===== config.mk =====
export PLATFORM = sky130hd
export DESIGN_NAME = svf_lowpass_soft_clip_core
export DESIGN_NICKNAME = d
export VERILOG_FILES = /design/src/sv/svflpsc_pkg.sv /design/src/sv/svf_lowpass_soft_clip_core.sv /design/src/sv/svflpsc_datapath.sv
export VERILOG_INCLUDE_DIRS = /design/src /design/src/sv
export SDC_FILE = /design/constraint.sdc
export NUM_CORES = 2
export LEC_CHECK = 0
export ABC_AREA = 1
export BUFFER_PORTS_ARGS = -buffer_cell sky130_fd_sc_hd__buf_2
export CORE_ASPECT_RATIO = 0.7
export CORE_MARGIN = 1
export CORE_UTILIZATION = 30
export CTS_BUF_LIST = sky130_fd_sc_hd__clkbuf_4 sky130_fd_sc_hd__clkbuf_8
export DETAILED_ROUTE_END_ITERATION = 8
export PLACE_DENSITY = 0.4
export SLEW_MARGIN = 20
export SYNTH_ARGS = -nofsm -noshare
export SYNTH_HDL_FRONTEND = slang
export SYNTH_HIERARCHICAL = 1
export SYNTH_SLANG_ARGS = --single-unit

===== constraint.sdc =====
create_clock -name clk -period 9.4 [get_ports clk]
set_input_delay 0.47 -clock clk [delete_from_list [all_inputs] [get_ports clk]]
set_output_delay 0.47 -clock clk [all_outputs]
set_load 0.02 [all_outputs]

===== src/sv/svf_lowpass_soft_clip_core_assert.svh =====
// Assertion macros used by the filter core RTL.
`ifndef SVF_LOWPASS_SOFT_CLIP_CORE_ASSERT_SVH
`define SVF_LOWPASS_SOFT_CLIP_CORE_ASSERT_SVH

// Check cons in the same cycle as ante.
`define SVFLPSC_ASSERT_NOW(label, ante, cons, msg) \
    label: assert property (@(posedge clk) disable iff (!rst_n) (ante) |-> (cons)) \
        else $error(msg);

// Check cons in the cycle after ante.
`define SVFLPSC_ASSERT_NEXT(label, ante, cons, msg) \
    label: assert property (@(posedge clk) disable iff (!rst_n) (ante) |=> (cons)) \
        else $error(msg);

`endif


===== src/sv/svflpsc_pkg.sv =====
`timescale 1ns / 1ps
`default_nettype none

package svflpsc_pkg;

    localparam int SVFLPSC_STATE_FRAC_BITS = 8;
    localparam logic [13:0] ALPHA_Q16 = 14'd13107;
    localparam int CLIP_BITS = 15;
    localparam int DIV_STEPS = 15;
    localparam int CNT_W = $clog2(DIV_STEPS);

    typedef logic [3:0] pc_t;

    typedef enum logic [3:0] {
        OP_NOP,
        OP_IDLE,
        OP_MUL_DCUT,
        OP_UPD_CUT,
        OP_MUL_DRES,
        OP_UPD_RES,
        OP_MUL_QB,
        OP_CALC_HP,
        OP_MUL_FH,
        OP_UPD_BAND,
        OP_MUL_FB,
        OP_UPD_LOW,
        OP_DIV_INIT,
        OP_DIV_STEP,
        OP_FINISH
    } op_t;

    typedef enum logic [2:0] {
        JMP_NEXT,
        JMP_WAIT_IN,
        JMP_LOOP,
        JMP_WAIT_OUT,
        JMP_GOTO
    } jmp_t;

    typedef struct packed {
        op_t  op;
        jmp_t jmp;
        pc_t  target;
    } ctrl_t;

    localparam pc_t PC_START    = 4'd0;
    localparam pc_t PC_DIV_LOOP = 4'd12;
    localparam pc_t PC_FINISH   = 4'd13;

    function automatic ctrl_t ucode_rom(input pc_t pc);
        ctrl_t w;
        case (pc)
            4'd0:
            begin
                w = '{op: OP_IDLE, jmp: JMP_WAIT_IN, target: PC_START};
            end
            4'd1:
            begin
                w = '{op: OP_MUL_DCUT, jmp: JMP_NEXT, target: PC_START};
            end
            4'd2:
            begin
                w = '{op: OP_UPD_CUT, jmp: JMP_NEXT, target: PC_START};
            end
            4'd3:
            begin
                w = '{op: OP_MUL_DRES, jmp: JMP_NEXT, target: PC_START};
            end
            4'd4:
            begin
                w = '{op: OP_UPD_RES, jmp: JMP_NEXT, target: PC_START};
            end
            4'd5:
            begin
                w = '{op: OP_MUL_QB, jmp: JMP_NEXT, target: PC_START};
            end
            4'd6:
            begin
                w = '{op: OP_CALC_HP, jmp: JMP_NEXT, target: PC_START};
            end
            4'd7:
            begin
                w = '{op: OP_MUL_FH, jmp: JMP_NEXT, target: PC_START};
            end
            4'd8:
            begin
                w = '{op: OP_UPD_BAND, jmp: JMP_NEXT, target: PC_START};
            end
            4'd9:
            begin
                w = '{op: OP_MUL_FB, jmp: JMP_NEXT, target: PC_START};
            end
            4'd10:
            begin
                w = '{op: OP_UPD_LOW, jmp: JMP_NEXT, target: PC_START};
            end
            4'd11:
            begin
                w = '{op: OP_DIV_INIT, jmp: JMP_NEXT, target: PC_START};
            end
            4'd12:
            begin
                w = '{op: OP_DIV_STEP, jmp: JMP_LOOP, target: PC_START};
            end
            4'd13:
            begin
                w = '{op: OP_FINISH, jmp: JMP_WAIT_OUT, target: PC_START};
            end
            default:
            begin
                w = '{op: OP_NOP, jmp: JMP_GOTO, target: PC_START};
            end
        endcase
        return w;
    endfunction

endpackage

`default_nettype wire


===== src/sv/svf_lowpass_soft_clip_core.sv =====
// The core takes one word at a time: in_stall stays high from the accepted input
// until the finish step hands the result on, and the restoring divider of the
// soft clip dominates the work on each word.
// Reset clears the filter and smoothing state, the step counter and out_valid;
// in_stall is low right after reset.
`timescale 1ns / 1ps
`default_nettype none
`include "svf_lowpass_soft_clip_core_assert.svh"

module svf_lowpass_soft_clip_core
    import svflpsc_pkg::*;
#(
    parameter int STATE_FRAC_BITS = SVFLPSC_STATE_FRAC_BITS
)
(
    input  wire logic               clk,
    input  wire logic               rst_n,
    input  wire logic               in_valid,
    output logic                    in_stall,
    input  wire logic signed [20:0] mixed_sum,
    input  wire logic        [15:0] target_cutoff,
    input  wire logic        [15:0] target_resonance,
    output logic                    out_valid,
    input  wire logic               out_stall,
    output logic signed      [15:0] audio_out
);

    pc_t                pc_reg, pc_next;
    logic [CNT_W-1:0]   cnt_reg, cnt_next;
    logic               out_valid_reg, out_valid_next;
    logic signed [15:0] audio_out_reg;
    ctrl_t              ctrl;
    logic               in_fire;
    logic               out_free;
    logic               emit;
    logic signed [15:0] y;

    always_comb
    begin
        ctrl     = ucode_rom(pc_reg);
        in_stall = (ctrl.jmp != JMP_WAIT_IN);
        in_fire  = in_valid && !in_stall;
        out_free = !out_valid_reg || !out_stall;
        emit     = (ctrl.op == OP_FINISH) && out_free;
    end

    always_comb
    begin
        pc_next = pc_reg;
        case (ctrl.jmp)
            JMP_NEXT:
            begin
                pc_next = pc_reg + 4'd1;
            end
            JMP_WAIT_IN:
            begin
                pc_next = in_fire ? pc_reg + 4'd1 : pc_reg;
            end
            JMP_LOOP:
            begin
                pc_next = (cnt_reg != '0) ? pc_reg : pc_reg + 4'd1;
            end
            JMP_WAIT_OUT:
            begin
                pc_next = out_free ? ctrl.target : pc_reg;
            end
            JMP_GOTO:
            begin
                pc_next = ctrl.target;
            end
            default:
            begin
                pc_next = PC_START;
            end
        endcase
    end

    always_comb
    begin
        cnt_next = cnt_reg;
        if (ctrl.op == OP_DIV_INIT)
        begin
            cnt_next = CNT_W'(DIV_STEPS - 1);
        end
        else if (ctrl.op == OP_DIV_STEP && cnt_reg != '0)
        begin
            cnt_next = cnt_reg - 1'b1;
        end
        if (emit)
        begin
            out_valid_next = 1'b1;
        end
        else if (!out_stall)
        begin
            out_valid_next = 1'b0;
        end
        else
        begin
            out_valid_next = out_valid_reg;
        end
    end

    always_ff @(posedge clk or negedge rst_n)
    begin
        if (!rst_n)
        begin
            pc_reg        <= PC_START;
            cnt_reg       <= '0;
            out_valid_reg <= 1'b0;
        end
        else
        begin
            pc_reg        <= pc_next;
            cnt_reg       <= cnt_next;
            out_valid_reg <= out_valid_next;
        end
    end

    always_ff @(posedge clk)
    begin
        if (emit)
        begin
            audio_out_reg <= y;
        end
    end

    svflpsc_datapath #(
        .STATE_FRAC_BITS (STATE_FRAC_BITS)
    ) u_datapath (
        .clk              (clk),
        .rst_n            (rst_n),
        .ctrl             (ctrl),
        .load             (in_fire),
        .mixed_sum        (mixed_sum),
        .target_cutoff    (target_cutoff),
        .target_resonance (target_resonance),
        .y                (y)
    );

    assign out_valid = out_valid_reg;
    assign audio_out = audio_out_reg;

    `SVFLPSC_ASSERT_NEXT(a_one_word_at_a_time, in_fire, in_stall,
        "input taken again while a word is in work")
    `SVFLPSC_ASSERT_NOW(a_out_from_finish, $rose(out_valid_reg),
        $past(ctrl.op == OP_FINISH), "result raised outside the finish step")
    `SVFLPSC_ASSERT_NEXT(a_div_loop_holds, ctrl.op == OP_DIV_STEP && cnt_reg != '0,
        pc_reg == PC_DIV_LOOP, "divider loop left early")
    `SVFLPSC_ASSERT_NEXT(a_finish_waits, ctrl.op == OP_FINISH && !out_free,
        pc_reg == PC_FINISH && out_valid_reg, "finish step dropped a blocked result")

endmodule

`default_nettype wire


===== src/sv/svflpsc_datapath.sv =====
`timescale 1ns / 1ps
`default_nettype none

module svflpsc_datapath
    import svflpsc_pkg::*;
#(
    parameter int STATE_FRAC_BITS = SVFLPSC_STATE_FRAC_BITS
)
(
    input  wire logic               clk,
    input  wire logic               rst_n,
    input  wire ctrl_t              ctrl,
    input  wire logic               load,
    input  wire logic signed [20:0] mixed_sum,
    input  wire logic        [15:0] target_cutoff,
    input  wire logic        [15:0] target_resonance,
    output logic signed      [15:0] y
);

    logic signed [15:0] mix_reg;
    logic        [15:0] tf_reg;
    logic        [15:0] tq_reg;
    logic        [15:0] cut_reg, cut_next;
    logic        [15:0] res_reg, res_next;
    logic signed [31:0] low_reg, low_next;
    logic signed [31:0] band_reg, band_next;
    logic signed [31:0] hp_reg;
    logic signed [48:0] prod_reg;
    logic        [32:0] rem_reg;
    logic        [32:0] den_reg;
    logic        [CLIP_BITS-1:0] quot_reg;
    logic               neg_reg;

    logic signed [15:0] mix_clamp;
    logic signed [16:0] mul_a;
    logic signed [31:0] mul_b;
    logic signed [48:0] mul_p;
    logic signed [15:0] smooth_s;
    logic        [15:0] smooth_r;
    logic signed [49:0] hp_full;
    logic signed [49:0] acc_full;
    logic        [31:0] abs_low;
    logic        [33:0] rem_sh;
    logic               rem_ge;

    function automatic logic signed [31:0] sat32(input logic signed [49:0] v);
        logic signed [31:0] r;
        if (v > 50'sd2147483647)
        begin
            r = 32'sh7fffffff;
        end
        else if (v < -50'sd2147483648)
        begin
            r = 32'sh80000000;
        end
        else
        begin
            r = v[31:0];
        end
        return r;
    endfunction

    function automatic logic [15:0] smooth_upd(input logic [15:0] s,
                                               input logic signed [48:0] p);
        logic signed [32:0] rnd;
        logic signed [16:0] stp;
        logic signed [17:0] sum;
        logic        [15:0] r;
        rnd = $signed(p[32:0]) + 33'sd32768;
        stp = 17'(rnd >>> 16);
        sum = $signed({2'b00, s}) + 18'(stp);
        if (sum < 18'sd0)
        begin
            r = 16'd0;
        end
        else if (sum > 18'sd65535)
        begin
            r = 16'hffff;
        end
        else
        begin
            r = sum[15:0];
        end
        return r;
    endfunction

    always_comb
    begin
        if (mixed_sum < -21'sd32768)
        begin
            mix_clamp = -16'sd32768;
        end
        else if (mixed_sum > 21'sd32767)
        begin
            mix_clamp = 16'sd32767;
        end
        else
        begin
            mix_clamp = mixed_sum[15:0];
        end
    end

    always_comb
    begin
        mul_a = $signed({1'b0, cut_reg});
        mul_b = band_reg;
        case (ctrl.op)
            OP_MUL_DCUT:
            begin
                mul_a = $signed({1'b0, tf_reg}) - $signed({1'b0, cut_reg});
                mul_b = $signed({18'd0, ALPHA_Q16});
            end
            OP_MUL_DRES:
            begin
                mul_a = $signed({1'b0, tq_reg}) - $signed({1'b0, res_reg});
                mul_b = $signed({18'd0, ALPHA_Q16});
            end
            OP_MUL_QB:
            begin
                mul_a = $signed({1'b0, res_reg});
                mul_b = band_reg;
            end
            OP_MUL_FH:
            begin
                mul_a = $signed({1'b0, cut_reg});
                mul_b = hp_reg;
            end
            default:
            begin
                mul_a = $signed({1'b0, cut_reg});
                mul_b = band_reg;
            end
        endcase
    end

    assign mul_p    = mul_a * mul_b;
    assign smooth_s = (ctrl.op == OP_UPD_CUT) ? $signed(cut_reg) : $signed(res_reg);
    assign smooth_r = smooth_upd(smooth_s, prod_reg);
    assign hp_full  = (50'(mix_reg) <<< STATE_FRAC_BITS) - 50'(low_reg)
                    - 50'(prod_reg >>> 16);
    assign acc_full = ((ctrl.op == OP_UPD_BAND) ? 50'(band_reg) : 50'(low_reg))
                    + 50'(prod_reg >>> 15);
    assign abs_low  = low_reg[31] ? (~low_reg + 32'd1) : low_reg;
    assign rem_sh   = {rem_reg, 1'b0};
    assign rem_ge   = rem_sh >= {1'b0, den_reg};

    always_comb
    begin
        cut_next  = cut_reg;
        res_next  = res_reg;
        band_next = band_reg;
        low_next  = low_reg;
        case (ctrl.op)
            OP_UPD_CUT:
            begin
                cut_next = smooth_r;
            end
            OP_UPD_RES:
            begin
                res_next = smooth_r;
            end
            OP_UPD_BAND:
            begin
                band_next = sat32(acc_full);
            end
            OP_UPD_LOW:
            begin
                low_next = sat32(acc_full);
            end
            default:
            begin
                cut_next = cut_reg;
            end
        endcase
    end

    always_ff @(posedge clk or negedge rst_n)
    begin
        if (!rst_n)
        begin
            cut_reg  <= '0;
            res_reg  <= '0;
            band_reg <= '0;
            low_reg  <= '0;
        end
        else
        begin
            cut_reg  <= cut_next;
            res_reg  <= res_next;
            band_reg <= band_next;
            low_reg  <= low_next;
        end
    end

    always_ff @(posedge clk)
    begin
        if (load)
        begin
            mix_reg <= mix_clamp;
            tf_reg  <= target_cutoff;
            tq_reg  <= target_resonance;
        end
        if (ctrl.op == OP_MUL_DCUT || ctrl.op == OP_MUL_DRES || ctrl.op == OP_MUL_QB
            || ctrl.op == OP_MUL_FH || ctrl.op == OP_MUL_FB)
        begin
            prod_reg <= mul_p;
        end
        if (ctrl.op == OP_CALC_HP)
        begin
            hp_reg <= sat32(hp_full);
        end
        if (ctrl.op == OP_DIV_INIT)
        begin
            rem_reg  <= {1'b0, abs_low};
            den_reg  <= (33'd1 << (CLIP_BITS + STATE_FRAC_BITS)) + {1'b0, abs_low};
            quot_reg <= '0;
            neg_reg  <= low_reg[31];
        end
        if (ctrl.op == OP_DIV_STEP)
        begin
            rem_reg  <= rem_ge ? 33'(rem_sh - {1'b0, den_reg}) : rem_sh[32:0];
            quot_reg <= {quot_reg[CLIP_BITS-2:0], rem_ge};
        end
    end

    assign y = neg_reg ? -$signed({1'b0, quot_reg}) : $signed({1'b0, quot_reg});

endmodule

`default_nettype wire

==> results.ini <==
[detailed_routing]
drt_wl_total_um = 175000
drt_iter0_markers = 3507
wire_per_inst_um = 22.0
drtPass1Iterations = 5
via_count = 37900
ant_nets = 0
drcViolationCount = 0
vias_per_cell = 4.79

[floorplan]
rows = 117
initial_core_util_pct = 30.2
io_pins = 75
die_h_um = 322
die_w_um = 459
coreArea_um2 = 145000
die-area_um2 = 148000

[cts]
cts.sinks = 317
tritoncts = done
clock_latency_ns = 0.74
clk_path_buf_depth = 3
clock-root-buffer = clkbuf_8
clk_pin_slew_ns = 0.07
h-tree-depth = 2
cts_made_buffers = 54

[worst_hold_path]
hp-class = in2reg

[timing]
fin_crit_ns = 8.86
finalHoldViolCount = 0
finalSetupTns_ns = 0
relSlewSlack_pct = 19.6
skew_ns = 0.0730
tightest_slew_ns = 1.20
fmax_ghz = 0.113
final_max_slew_viol_count = 0
setup_viol_count_final = 0
grt_setup_unrepaired = false
finalCritPeriodShare_pct = 94.3

[synthesis]
avgSynthCellArea_um2 = 7.74
ys_warn_count = 6
synthCells = 5674
synthesis.area_um2 = 43900

[placed_design]
place_hpwl_um = 146000
port_buffers = 74
gp_congestion = 0.923

[grt]
grt_pass1_vias = 37400
grt_pass1_wl_um = 256000
antenna_found_initial = 5
grt-ovfl-total = 0
grt_usage_pct = 23.6
grt_max_degree = 81

[run_status]
status = completed

[final_layout]
drive_gt1_share_pct = 9.23
seq_area_um2 = 8990
nNetsFinal = 6796
largest_reg_flops = 34
area_growth_pct = 12.7
n_fill_cell = 15600
multi_input_area_um2 = 29700

[critical_path]
cp_slowest_stage_delay_ns = 0.55
path_class = reg2reg
crit_top_cell = nand2_1
worstSetupEndpointType = flop
required_ns = 9.84
crit_path_start_kind = flop
crit_arrival_ns = 9.31
slowest_stage = fa_1
cp_max_fo = 16

[job]
drv_cap = 0

==> path summary, 6_finish.rpt <==
check / to / start / cells past startpoint / slack [ns]
max in group asynchronous: u_datapath/res_reg[2]$_DFFE_PN0N_ / rst_n / 3 / 7.61
min reg2reg: u_datapath/band_reg[1]$_DFFE_PN0P_ / u_datapath/band_reg[1]$_DFFE_PN0P_ / 2 / 0.49
max: u_datapath/prod_reg[36]$_DFFE_PP_ / pc_reg[0]$_DFFE_PN0P_ / 35 / 0.54
min: out_valid$_DFFE_PN0P_ / out_stall / 3 / 0.09
min in group asynchronous: u_datapath/band_reg[23]$_DFFE_PN0P_ / rst_n / 2 / 0.40
max reg2reg: u_datapath/prod_reg[36]$_DFFE_PP_ / pc_reg[0]$_DFFE_PN0P_ / 35 / 0.54
==> cell type report <==
cell class	instances	share of cell area (%)
sequential	317	18.2
inverter	1219	9.26
tap	1963	4.96
timing repair buffer	339	5.27
antenna	1	0.00505
clock buffer	71	1.81
multi-input combinational	3979	59.9
clock inverter	31	0.637
==> per-layer routing <==
metal	part of all wire [%]	vias to the layer above	wire, µm	track usage, %
met5	0	-	0	0
met4	1.2	0	2050	2.94
met3	9.8	119	17100	7.01
met2	35	1262	61900	29.2
met1	54	18600	93600	39.1
li1	-	18000	-	-
==> timing repair <==
item / in CTS / in global routing
hold buffers: 34 / 0
resized for setup: 0 / 5
endpoints found under the setup margin: 0 / 17
setup buffers: 0 / 0
endpoints found under the hold margin: 87 / 0
==> stage by stage <==
step | cell area, µm² | hold WS [ns] | utilization [%] | worst slack [ns] | instances
final | 49500 | 0.0879 | 34.1 | 0.537 | 7920
after CTS | 49500 | 0.0374 | 34.0 | 0.272 | 7919
after global routing | 49500 | 0.0638 | 34.1 | 0.0299 | 7920
after floorplan | 44000 | 0.174 | - | 1.95 | 5681
after global placement | 47900 | 0.470 | 33.0 | 0.368 | 7783
after detailed placement | 47900 | 0.468 | 33.0 | 0.277 | 7783
==> cells in the final DEF (no fill, tap or decap), drive strengths merged, types with 2 or more instances in the layout <==
| master | n |
|---|---|
| a211oi | 7 |
| a21boi | 9 |
| a21o | 25 |
| a21oi | 259 |
| a31oi | 31 |
| and3 | 7 |
| buf | 305 |
| bufinv | 6 |
| clkbuf | 71 |
| clkinv | 24 |
| clkinvlp | 4 |
| conb | 9 |
| dfrtp | 105 |
| dlygate4sd3 | 34 |
| edfxtp | 212 |
| fa | 551 |
| ha | 278 |
| inv | 1216 |
| nand2 | 1380 |
| nand3 | 324 |
| nand3b | 9 |
| nand4 | 26 |
| nor2 | 472 |
| nor3 | 48 |
| nor4 | 15 |
| o2111ai | 5 |
| o211ai | 11 |
| o21a | 15 |
| o21ai | 242 |
| o21bai | 18 |
| o221a | 2 |
| o221ai | 4 |
| o22ai | 24 |
| o31ai | 5 |
| or2 | 8 |
| or3 | 2 |
| xnor2 | 45 |
| xor2 | 142 |
==> critical path, delay by kind of cell (launching register included) <==
| kind | cells | cell delay [ns] |
|---|---|---|
| AOI/OAI and AO/OA | 4 | 1.02 |
| adders and majority gates | 8 | 3.57 |
| buffers and inverters | 10 | 1.82 |
| DFF | 1 | 0.49 |
| and+or+nand+nor | 13 | 1.73 |
Power is left out: the tool's default activity adds up to more than one toggle a clock period on the data nets, which glitch-free logic cannot reach.
